===== src/design/cld_pkg.sv =====
// Package with the types, constants and prefix table of the deframer.
package cld_pkg;

   // Header size limit and the widths that follow from it.
   localparam int MAX_HEADER_BYTES = 64;
   localparam int HDR_POS_W = $clog2(MAX_HEADER_BYTES);
   localparam logic [HDR_POS_W-1:0] LAST_HDR_POS = HDR_POS_W'(MAX_HEADER_BYTES - 1);
   localparam logic [HDR_POS_W-1:0] PREFIX_LEN = HDR_POS_W'(16);
   localparam logic [HDR_POS_W-1:0] MIN_HDR_END = HDR_POS_W'(17);

   // Length accumulator saturates at two to the 32nd.
   localparam int ACC_W = 33;
   localparam logic [ACC_W-1:0] ACC_SAT = 33'h1_0000_0000;
   localparam logic [31:0] MAX_BODY_RESET = 32'hFFFF_FFFF;

   // Character codes.
   localparam logic [7:0] CHAR_CR = 8'h0D;
   localparam logic [7:0] CHAR_LF = 8'h0A;
   localparam logic [7:0] CHAR_PLUS = 8'h2B;
   localparam logic [7:0] CHAR_MINUS = 8'h2D;

   typedef enum logic [1:0] {
      PH_HEADER,
      PH_SEPARATOR,
      PH_BODY,
      PH_STOPPED
   } phase_type;

   typedef enum logic [1:0] {
      NUM_BEFORE,
      NUM_AFTER_PLUS,
      NUM_IN_DIGITS,
      NUM_AFTER_DIGITS
   } number_phase_type;

   typedef enum logic [2:0] {
      ERR_NONE        = 3'd0,
      ERR_BAD_PREFIX  = 3'd1,
      ERR_NO_DIGITS   = 3'd2,
      ERR_OVERFLOW    = 3'd3,
      ERR_HEADER_LONG = 3'd4,
      ERR_NEGATIVE    = 3'd5
   } err_code_type;

   // One input word as held by the input register.
   typedef struct packed {
      logic       valid;
      logic [7:0] rx_byte;
   } in_word_type;

   // One result word.
   typedef struct packed {
      logic [7:0]   payload_byte;
      logic         payload_valid;
      logic         message_end;
      logic         empty_message;
      logic         error_flag;
      err_code_type error_code;
   } rsp_word_type;

   // Expected header prefix "Content-Length: ", one character per position.
   function automatic logic [7:0] prefix_char(input logic [3:0] idx);
      logic [7:0] ch;
      case (idx)
         4'd0:    ch = 8'h43;
         4'd1:    ch = 8'h6F;
         4'd2:    ch = 8'h6E;
         4'd3:    ch = 8'h74;
         4'd4:    ch = 8'h65;
         4'd5:    ch = 8'h6E;
         4'd6:    ch = 8'h74;
         4'd7:    ch = 8'h2D;
         4'd8:    ch = 8'h4C;
         4'd9:    ch = 8'h65;
         4'd10:   ch = 8'h6E;
         4'd11:   ch = 8'h67;
         4'd12:   ch = 8'h74;
         4'd13:   ch = 8'h68;
         4'd14:   ch = 8'h3A;
         default: ch = 8'h20;
      endcase
      return ch;
   endfunction

endpackage


===== src/design/cld_input_stage.sv =====
// Input register that holds one received word until the core takes it.
module cld_input_stage
   import cld_pkg::*;
(
   input  logic        clock,
   input  logic        reset,
   input  logic        req_valid,
   output logic        req_ready,
   input  logic [7:0]  req_rx_byte,
   input  logic        advance,
   output in_word_type in_word
);

   logic       in_valid_ff, in_valid_in;
   logic [7:0] in_byte_ff;
   logic       req_fire;

   // The register frees up in the same cycle the core consumes its word.
   assign req_ready = !in_valid_ff || advance;
   assign req_fire  = req_valid && req_ready;

   always_comb begin
      if (req_fire) begin
         in_valid_in = 1'b1;
      end else if (advance) begin
         in_valid_in = 1'b0;
      end else begin
         in_valid_in = in_valid_ff;
      end
   end

   always_ff @(posedge clock) begin
      if (reset) begin
         in_valid_ff <= 1'b0;
      end else begin
         in_valid_ff <= in_valid_in;
      end
   end

   // Payload register needs no reset.
   always_ff @(posedge clock) begin
      if (req_fire) begin
         in_byte_ff <= req_rx_byte;
      end
   end

   assign in_word.valid   = in_valid_ff;
   assign in_word.rx_byte = in_byte_ff;

endmodule


===== src/design/cld_frame_core.sv =====
// Framing state machine: header parse, separator skip and body count.
module cld_frame_core
   import cld_pkg::*;
(
   input  logic         clock,
   input  logic         reset,
   input  logic         csr_write_enable,
   input  logic [31:0]  csr_write_data,
   input  in_word_type  in_word,
   input  logic         out_free,
   output logic         advance,
   output logic         res_valid,
   output rsp_word_type res_word
);

   phase_type             phase_ff, phase_in;
   number_phase_type      nphase_ff, nphase_in;
   logic                  cr_ff, cr_in;
   logic                  mismatch_ff, mismatch_in;
   logic                  sep_ff, sep_in;
   logic [HDR_POS_W-1:0]  pos_ff, pos_in;
   logic [ACC_W-1:0]      acc_ff, acc_in;
   logic [31:0]           body_ff, body_in;
   logic [31:0]           max_ff;

   logic [7:0]            c;
   logic                  is_digit, is_blank, hdr_end, body_last, sep_empty;
   logic [ACC_W+3:0]      mac;
   logic [ACC_W-1:0]      acc_num;
   number_phase_type      nph_num;
   err_code_type          num_err, hdr_err;

   assign c = in_word.rx_byte;

   // Configuration register.
   always_ff @(posedge clock) begin
      if (reset) begin
         max_ff <= MAX_BODY_RESET;
      end else if (csr_write_enable) begin
         max_ff <= csr_write_data;
      end
   end

   // Decode the current word: number step, header errors and body end.
   always_comb begin
      is_digit  = c inside {[8'h30:8'h39]};
      is_blank  = c inside {8'h20, [8'h09:8'h0D]};
      mac       = ({4'b0, acc_ff} << 3) + ({4'b0, acc_ff} << 1) + {33'b0, c[3:0]};
      nph_num   = nphase_ff;
      acc_num   = acc_ff;
      num_err   = ERR_NONE;
      case (nphase_ff)
         NUM_BEFORE: begin
            if (is_blank) begin
               nph_num = NUM_BEFORE;
            end else if (c == CHAR_PLUS) begin
               nph_num = NUM_AFTER_PLUS;
            end else if (c == CHAR_MINUS) begin
               num_err = ERR_NEGATIVE;
            end else if (!is_digit) begin
               num_err = ERR_NO_DIGITS;
            end else begin
               nph_num = NUM_IN_DIGITS;
            end
         end
         NUM_AFTER_PLUS: begin
            if (!is_digit) begin
               num_err = ERR_NO_DIGITS;
            end else begin
               nph_num = NUM_IN_DIGITS;
            end
         end
         NUM_IN_DIGITS: begin
            if (!is_digit) begin
               nph_num = NUM_AFTER_DIGITS;
            end
         end
         default: begin
            nph_num = NUM_AFTER_DIGITS;
         end
      endcase
      // Accumulate only on a digit that the number part takes in.
      if (is_digit && nphase_ff != NUM_AFTER_DIGITS) begin
         acc_num = (mac > (ACC_W+4)'(ACC_SAT)) ? ACC_SAT : mac[ACC_W-1:0];
      end

      hdr_end = cr_ff && (c == CHAR_LF);
      hdr_err = ERR_NONE;
      if (hdr_end) begin
         if (mismatch_ff || pos_ff < MIN_HDR_END) begin
            hdr_err = ERR_BAD_PREFIX;
         end else if (nphase_ff == NUM_BEFORE || nphase_ff == NUM_AFTER_PLUS) begin
            hdr_err = ERR_NO_DIGITS;
         end else if (acc_ff > {1'b0, max_ff}) begin
            hdr_err = ERR_OVERFLOW;
         end
      end else if (pos_ff >= PREFIX_LEN && !mismatch_ff && num_err != ERR_NONE) begin
         hdr_err = num_err;
      end else if (pos_ff == LAST_HDR_POS) begin
         hdr_err = ERR_HEADER_LONG;
      end

      sep_empty = sep_ff && (acc_ff == '0);
      body_last = ({1'b0, body_ff} + 33'd1) >= acc_ff;
   end

   // Result of the current word.
   always_comb begin
      res_valid = 1'b0;
      res_word  = '{payload_byte: 8'h00, payload_valid: 1'b0, message_end: 1'b0,
                    empty_message: 1'b0, error_flag: 1'b0, error_code: ERR_NONE};
      case (phase_ff)
         PH_HEADER: begin
            res_valid           = (hdr_err != ERR_NONE);
            res_word.error_flag = (hdr_err != ERR_NONE);
            res_word.error_code = hdr_err;
         end
         PH_SEPARATOR: begin
            res_valid              = sep_empty;
            res_word.message_end   = 1'b1;
            res_word.empty_message = 1'b1;
         end
         PH_BODY: begin
            res_valid              = 1'b1;
            res_word.payload_byte  = c;
            res_word.payload_valid = 1'b1;
            res_word.message_end   = body_last;
         end
         default: begin
            res_valid = 1'b0;
         end
      endcase
      res_valid = res_valid && in_word.valid;
   end

   // A word is consumed when it makes no result or the result register is free.
   assign advance = in_word.valid && (!res_valid || out_free);

   // Next state.
   always_comb begin
      phase_in    = phase_ff;
      nphase_in   = nphase_ff;
      cr_in       = cr_ff;
      mismatch_in = mismatch_ff;
      sep_in      = sep_ff;
      pos_in      = pos_ff;
      acc_in      = acc_ff;
      body_in     = body_ff;
      if (advance) begin
         case (phase_ff)
            PH_HEADER: begin
               if (hdr_err != ERR_NONE) begin
                  phase_in = PH_STOPPED;
               end else if (hdr_end) begin
                  phase_in = PH_SEPARATOR;
                  cr_in    = 1'b0;
                  pos_in   = '0;
                  sep_in   = 1'b0;
                  body_in  = '0;
               end else begin
                  cr_in  = cr_ff ? 1'b0 : (c == CHAR_CR);
                  pos_in = pos_ff + 1'b1;
                  if (pos_ff < PREFIX_LEN) begin
                     if (c != prefix_char(pos_ff[3:0])) begin
                        mismatch_in = 1'b1;
                     end
                  end else if (!mismatch_ff) begin
                     nphase_in = nph_num;
                     acc_in    = acc_num;
                  end
               end
            end
            PH_SEPARATOR: begin
               if (!sep_ff) begin
                  sep_in = 1'b1;
               end else begin
                  sep_in = 1'b0;
                  if (sep_empty) begin
                     phase_in    = PH_HEADER;
                     nphase_in   = NUM_BEFORE;
                     mismatch_in = 1'b0;
                     cr_in       = 1'b0;
                     pos_in      = '0;
                     acc_in      = '0;
                     body_in     = '0;
                  end else begin
                     phase_in = PH_BODY;
                  end
               end
            end
            PH_BODY: begin
               if (body_last) begin
                  phase_in    = PH_HEADER;
                  nphase_in   = NUM_BEFORE;
                  mismatch_in = 1'b0;
                  cr_in       = 1'b0;
                  pos_in      = '0;
                  acc_in      = '0;
                  body_in     = '0;
               end else begin
                  body_in = body_ff + 32'd1;
               end
            end
            default: begin
               phase_in = PH_STOPPED;
            end
         endcase
      end
   end

   // State registers.
   always_ff @(posedge clock) begin
      if (reset) begin
         phase_ff    <= PH_HEADER;
         nphase_ff   <= NUM_BEFORE;
         cr_ff       <= 1'b0;
         mismatch_ff <= 1'b0;
         sep_ff      <= 1'b0;
         pos_ff      <= '0;
         acc_ff      <= '0;
         body_ff     <= '0;
      end else begin
         phase_ff    <= phase_in;
         nphase_ff   <= nphase_in;
         cr_ff       <= cr_in;
         mismatch_ff <= mismatch_in;
         sep_ff      <= sep_in;
         pos_ff      <= pos_in;
         acc_ff      <= acc_in;
         body_ff     <= body_in;
      end
   end

endmodule


===== src/design/cld_output_stage.sv =====
// Result register that holds one result word until the consumer takes it.
module cld_output_stage
   import cld_pkg::*;
(
   input  logic         clock,
   input  logic         reset,
   input  logic         res_load,
   input  rsp_word_type res_word,
   output logic         out_free,
   output logic         rsp_valid,
   input  logic         rsp_ready,
   output rsp_word_type rsp_word
);

   logic         out_valid_ff, out_valid_in;
   rsp_word_type out_word_ff;

   // Free when empty or when the held word leaves in this cycle.
   assign out_free = !out_valid_ff || rsp_ready;

   always_comb begin
      if (res_load) begin
         out_valid_in = 1'b1;
      end else if (rsp_ready) begin
         out_valid_in = 1'b0;
      end else begin
         out_valid_in = out_valid_ff;
      end
   end

   always_ff @(posedge clock) begin
      if (reset) begin
         out_valid_ff <= 1'b0;
      end else begin
         out_valid_ff <= out_valid_in;
      end
   end

   // Payload register needs no reset.
   always_ff @(posedge clock) begin
      if (res_load) begin
         out_word_ff <= res_word;
      end
   end

   assign rsp_valid = out_valid_ff;
   assign rsp_word  = out_word_ff;

endmodule


===== src/design/content_length_deframer_top.sv =====
// Top level of the Content-Length deframer.
//
//   channel  direction  handshake              word contents
//   req      in         req_valid/req_ready    req_rx_byte
//   rsp      out        rsp_valid/rsp_ready    payload byte, flags, error code
//   csr      in         csr_write_enable       csr_write_data (max body length)
//
// One received word per cycle is sustained while the result register is
// free. A word accepted by req_ready is held in the input register, and
// its result is loaded from there into the result register, which drives
// rsp_valid. Words that cause no result (header, separator) are consumed
// without waiting for the result register. A stalled result register stalls
// only words that would produce a result. Reset is synchronous and clears all
// control state; after a framing error no result is produced until reset.
module content_length_deframer_top
   import cld_pkg::*;
(
   input  logic        clock,
   input  logic        reset,
   input  logic        req_valid,
   output logic        req_ready,
   input  logic [7:0]  req_rx_byte,
   output logic        rsp_valid,
   input  logic        rsp_ready,
   output logic [7:0]  rsp_payload_byte,
   output logic        rsp_payload_valid,
   output logic        rsp_message_end,
   output logic        rsp_empty_message,
   output logic        rsp_error_flag,
   output logic [2:0]  rsp_error_code,
   input  logic        csr_write_enable,
   input  logic [31:0] csr_write_data
);

   in_word_type  in_word;
   rsp_word_type res_word, rsp_word;
   logic         advance, res_valid, out_free;

   // Input register.
   cld_input_stage u_input (
      .clock       (clock),
      .reset       (reset),
      .req_valid   (req_valid),
      .req_ready   (req_ready),
      .req_rx_byte (req_rx_byte),
      .advance     (advance),
      .in_word     (in_word)
   );

   // Framing logic.
   cld_frame_core u_core (
      .clock            (clock),
      .reset            (reset),
      .csr_write_enable (csr_write_enable),
      .csr_write_data   (csr_write_data),
      .in_word          (in_word),
      .out_free         (out_free),
      .advance          (advance),
      .res_valid        (res_valid),
      .res_word         (res_word)
   );

   // Result register.
   cld_output_stage u_output (
      .clock     (clock),
      .reset     (reset),
      .res_load  (advance && res_valid),
      .res_word  (res_word),
      .out_free  (out_free),
      .rsp_valid (rsp_valid),
      .rsp_ready (rsp_ready),
      .rsp_word  (rsp_word)
   );

   assign rsp_payload_byte  = rsp_word.payload_byte;
   assign rsp_payload_valid = rsp_word.payload_valid;
   assign rsp_message_end   = rsp_word.message_end;
   assign rsp_empty_message = rsp_word.empty_message;
   assign rsp_error_flag    = rsp_word.error_flag;
   assign rsp_error_code    = rsp_word.error_code;

endmodule


===== config.mk =====
export PLATFORM = sky130hd
export DESIGN_NAME = content_length_deframer_top
export DESIGN_NICKNAME = d
export VERILOG_FILES = /design/src/design/cld_pkg.sv /design/src/design/cld_input_stage.sv /design/src/design/cld_frame_core.sv /design/src/design/cld_output_stage.sv /design/src/design/content_length_deframer_top.sv
export SDC_FILE = /design/constraint.sdc
export NUM_CORES = 1
export LEC_CHECK = 0
export BUFFER_PORTS_ARGS = -buffer_cell sky130_fd_sc_hd__buf_4
export CORE_ASPECT_RATIO = 0.8
export CORE_MARGIN = 2
export CORE_UTILIZATION = 50
export CTS_CLUSTER_SIZE = 24
export DETAILED_ROUTE_END_ITERATION = 8
export PLACE_DENSITY = 0.74
export SKIP_LAST_GASP = 1
export SYNTH_ARGS = -nofsm -noshare
export SYNTH_HDL_FRONTEND = slang
export SYNTH_SLANG_ARGS = --single-unit

===== constraint.sdc =====
create_clock -name clock -period 7.75 [get_ports clock]
set_input_delay 0.775 -clock clock [delete_from_list [all_inputs] [get_ports clock]]
set_output_delay 0.775 -clock clock [all_outputs]
set_load 0.02 [all_outputs]

# After elaboration in Yosys (flattened, before gate mapping)
# Memories as Yosys holds them, arrays and structs flattened. A register that Yosys moved wholly into a read port is not among the register bits.
# Cells that the tools add are included.
word_totals:
  register_bits: 135
  rom_bits: 112
  inputBits: 45
  output_inout_bits: 17
  mem_count: 1
op_classes:
  add_sub_neg: 5
  magnitude_cmp: 10
  eq_ne: 26
  n_mux: 83
  n_reduce_logical: 37
memory_table:
  columns: ["name", "depth", "word_bits", "rd", "rd_clocked_by_memory_dff", "wr", "line", "rtl"]
  rows:
  - ["(no name shown)", 16, 7, 1, 1, 0, "cld_pkg.sv:64", "case (idx)"]
ops:
  columns: ["operator", "n"]
  rows:
  - ["$mux 33", 9]
  - ["$mux 32", 5]
  - ["$pmux 33 s3", 1]
  - ["$pmux 32 s3", 1]
  - ["$mux 8", 5]
  - ["$add 36x34->37", 1]
  - ["$add 37x4->37", 1]
  - ["$gt 37x33->1 const B", 1]
  - ["$mux 2", 18]
  - ["$add 32x1->33 const B", 1]
  - ["$ge 33x33->1", 1]
  - ["$gt 33x32->1", 1]
  - ["$logic_not 33->1", 1]
  - ["$add 32x1->32 const B", 1]
  - ["$mux 6", 5]
  - ["$eq 8x6->1 const B", 3]
  - ["$mux 3", 8]
  - ["$mux 1", 19]
  - ["$pmux 2 s3", 3]
  - ["$pmux 6 s3", 1]
  - ["$eq 8x4->1 const B", 2]
  - ["$ne 2x1->1 const B", 7]
  - ["$lt 6x5->1 const B", 2]
  - ["$reduce_and 6->1", 2]
  - ["28 further kinds", 62]

# Logic depth before layout (Yosys ltp)
depth:
  ltp_word: 24
  ltp_mapped: 25
  mapped_depth_nobuf: 23

# By module
# A second synthesis with hierarchy kept.
hier_totals:
  cells_unflattened: 1275
  hier_area_um2: 10591.4
by_module_without_submodules:
  columns: ["mod", "instances", "cells_per_inst", "area_each_um2", "seq_area_each_um2"]
  rows:
  - ["cld_frame_core", 1, 1241, 9785.6, 2342.2]
  - ["cld_output_stage", 1, 19, 496.7, 470.5]
  - ["cld_input_stage", 1, 14, 302.8, 260.2]
  - ["content_length_deframer_top", 1, 1, 6.3, 0.0]

# Worst setup path before layout
# Ideal clock, no wire load.
synth_timing:
  kind: "flip-flop to flip-flop"
  startpoint: "reg u_core.body_ff[0]"
  endpoint: "reg (tool-made name)"
  setup_time_ps: 122
  t_arrival_ps: 5212
  required_ps: 7628
  setup_slack_ps: 2416
  path_stages_with_launch: 25
  path_buffers: 2
  synth_period_minus_slack_ps: 5334
  path_cell_list: "dfxtp_1 -> ha_1 -> and3_1 -> and3_1 -> and3_1 -> and3_1 -> clkbuf_1 -> nand2_1 -> nor2_1 -> xor2_1 -> ha_1 -> and4_1 -> nand4_1 -> or4_1 -> a31oi_1 -> nor2_1 -> and2_1 -> buf_6 -> nor4_4 -> mux2i_2 -> nor2_1 -> inv_1 -> ha_1 -> or2_0 -> a311o_1"
synth_lines:
  columns: ["item", "line", "rtl"]
  rows:
  - ["start, declared", "cld_frame_core.sv:23", "logic [31:0] body_ff, body_in;"]
  - ["start signal, assigned", "cld_frame_core.sv:230", "body_ff <= body_in;"]

==> flow_metrics.tcl <==
set metrics [dict create \
    io-pin-count 62 \
    cp_slowest_stage_delay_ns 0.49 \
    max_freq_ghz 0.1688 \
    post_cts_buffers 0 \
    hold_viol_final 0 \
    coreArea_um2 19910 \
    rows 46 \
    synthMuxAreaShare_pct 0.7363 \
    synth_top_family_by_area "compound AO/OA/AOI/OAI gates" \
    dp_hpwl_um 19380 \
    startpoint_type "flop" \
    ctsHtreeMaxLevel 4 \
    synth_xor_area_share_pct 5.498 \
    required_ns 8.08 \
    synthSimpleGateAreaFrac_pct 19.16 \
    synth_adder_area_share_pct 17.70 \
    synth_flop_cell "dfxtp_1" \
    cts_hold_buffers 0 \
    vias 9044 \
    finish.utilization_pct 57.21 \
    ctsResizeCount 0 \
    ant_nets 0 \
    synth_edf_count 23 \
    synth_compound_area_share_pct 21.06 \
    cpLargestDelayFamily "simple AND/OR/NAND/NOR gates" \
    cts_root_buf "clkbuf_16" \
    drcViolationCount 0 \
    netlist_area_um2 10200 \
    crit_arrival_ns 6.25 \
    finalSetupTns_ns 0 \
    worst_slack_ns 1.825 \
    synthArstFlopShare_pct 0 \
    cts_tree "done" \
    critPathMostFrequentCell "and3_1" \
    vias_per_cell 6.029 \
    postPlaceCellArea_um2 10800 \
    cp_cell_sequence "ha_1, and3_1, and3_1, and3_1, and3_1, nand2_1, nor2_1, xor2_1, ha_1, nand4_1, nand4bb_1, or4_1, a31oi_1, nor2_1, and2_1, nor4_4, mux2i_2, nor2_1, inv_1, ha_1, or2_0, a311o_1" \
    gp_congestion 0.9333 \
    rsz0062_at_grt "false" \
    start_util_pct 51.20 \
    run_status "complete, no violations" \
    clk_pin_slew_ns 0.07 \
    drive_above_1_share_pct 9.547 \
    finalMaxSlewViolations 0 \
    layout_common_cells "ha_1 (141), dfxtp_1 (119), nand2_1 (107)" \
    dieHeight_um 131.7 \
    pre_cts_ws_ns 1.930 \
    worst_pin_slew_ns 1.209 \
    critPathCaptureType "flop" \
    die-area_um2 21560 \
    period_minus_slack_ns 5.925 \
    critPathMaxFanout 8 \
    grt_pass1_wl_um 43370 \
    skew_ns 0.01422 \
    synthToLayoutAreaGrowth_pct 11.73 \
    drt_iter0_drc 937 \
    clockBufferDepth 2 \
    portBuffers 61 \
    seq_area_frac_synth_pct 30.14 \
    numCtsBuffers 17 \
    path_class "flop to flop" \
    first_pass_iters 5 \
    die_w_um 163.7 \
    postLayoutCellArea_um2 11390 \
    nets 1411 \
    crit_slowest_cell "or4_1" \
    grt_max_degree 64 \
    drt_wl_total_um 26750 \
    maxSlewHeadroom_pct 19.38 \
    critPathBufInv 1 \
    cellPowerDensity_nw_per_um2 150.8 \
    synthCells 1188 \
    grt_pass1_vias 8421 \
    setup_violations 0 \
    yosys_warnings 0 \
    post-route-period-util_pct 76.46 \
    cts.sinks 142 \
    antenna_found_initial 0 \
    routedWlPerCell_um 17.83 \
    avgSynthCellArea_um2 8.583 \
    cap_violations 0 \
    final_cells 1500 \
    synth.distinct_cells 78 \
    synth_nets 1376 \
    overflow 0 \
    mostFrequentLayoutCell "ha_1" \
    p_leak_nw 5.261 \
    grt.total_usage_pct 25.26 \
    clk_latency_ns 0.44 \
    antennaDiodeCount 0 \
    ys_ff_latch 142 \
    max-vdd-ir-drop_mv 0.1264 \
    dpl.cell_count 1468 \
    hp-class "flop to flop" \
]
worst paths after layout:
path | depth (start not counted) | from | slack, ns | end
max | 22 | u_core.body_ff[0]$_SDFFE_PP0P_ | 1.82 | flop
min | 2 | u_core.body_ff[26]$_SDFFE_PP0P_ | 0.46 | u_core.body_ff[26]$_SDFFE_PP0P_
max reg2reg | 22 | u_core.body_ff[0]$_SDFFE_PP0P_ | 1.82 | flop
min reg2reg | 2 | u_core.body_ff[26]$_SDFFE_PP0P_ | 0.46 | u_core.body_ff[26]$_SDFFE_PP0P_
area by class of cell:
type                    count  area (um2)
fillers                  1809        8522
multi-input cells         903        6550
flip-flops and latches    142        3073
repair buffers             66       495.5
clock buffers              17       425.4
inverters                  93       349.1
well taps                 264       330.3
clock inverters            15       168.9
sequential cells by signal, summed over array words and instances (netlist names), 2 cells and up, named ones only:
signal	flops
u_core.pos_ff	6
u_core.acc_ff	33
u_input.in_byte_ff	8
u_core.body_ff	32
u_core.nphase_ff	2
u_output.rsp_word	15
u_core.max_ff	32
u_core.phase_ff	2
per-layer routing:
metal | GRT usage (%) | routed length [um] | part of all wire (%)
met1 | 37.20 | 12930 | 48
met2 | 36.04 | 10950 | 41
met3 | 6.376 | 2265 | 8.5
met4 | 7.700 | 603 | 2.3
met5 | 0 | 0 | 0
power by group:
group	switching, W	internal (W)	total (W)
combinational	0.0000513	0.0000403	0.0000915
clock	0.000386	0.000461	0.000846
sequential	0.0000145	0.000765	0.000780
total	0.000451	0.00127	0.00172
cells in the mapped netlist, drive strengths merged (6+ instances only):
master	n	area share [%]
a31oi	11	0.67
and4	6	0.52
and2	19	1.2
edfxtp	23	6.8
nor2	66	2.5
nor3	19	1.1
o211ai	37	2.7
ha	141	17
a21o	23	1.7
a211oi	12	0.88
buf	16	1.0
xnor2	37	3.2
nor3b	9	0.66
a21oi	89	4.4
o21ai	61	3.1
nand3b	6	0.44
mux2i	6	0.63
o21a	9	0.66
a32o	32	3.1
nand2b	6	0.37
nand4	20	1.2
xor2	27	2.3
nand2	107	3.9
clkbuf	34	1.3
nor4	13	0.94
dfxtp	119	23
nand3	36	1.8
inv	93	3.4
and3	28	1.7
nor2b	16	1.0
worst register-to-register path: stages (launching register included):
cell	delay [ns]
dfxtp_1	0.41
ha_1	0.25
and3_1	0.25
and3_1	0.24
and3_1	0.26
and3_1	0.37
nand2_1	0.25
nor2_1	0.28
xor2_1	0.11
ha_1	0.31
nand4_1	0.14
nand4bb_1	0.19
or4_1	0.49
a31oi_1	0.23
nor2_1	0.10
and2_1	0.22
nor4_4	0.44
mux2i_2	0.24
nor2_1	0.21
inv_1	0.10
ha_1	0.20
or2_0	0.21
a311o_1	0.34
stage by stage:
stage          hold WS, ns  power (W)
2_1_floorplan       0.4319  0.0008508
3_3_place_gp        0.4401  0.0008836
3_5_place_dp        0.4496  0.0008876
4_1_cts             0.4601   0.001727
5_1_grt             0.4772   0.001768
6_report            0.4586   0.001718
logic make-up (layout without fill, tap and decap cells):
| group | Yosys count | after routing |
|---|---|---|
| AO/OA/AOI/OAI | 316 | 316 |
| XOR/XNOR | 64 | 64 |
| adder cells (fa/ha/maj) | 143 | 143 |
| buffers and inverters | 143 | 191 |
| flip-flops | 142 | 142 |
| multiplexers | 7 | 7 |
| AND/OR/NAND/NOR | 373 | 373 |
Power figures use the tool's default switching activity.
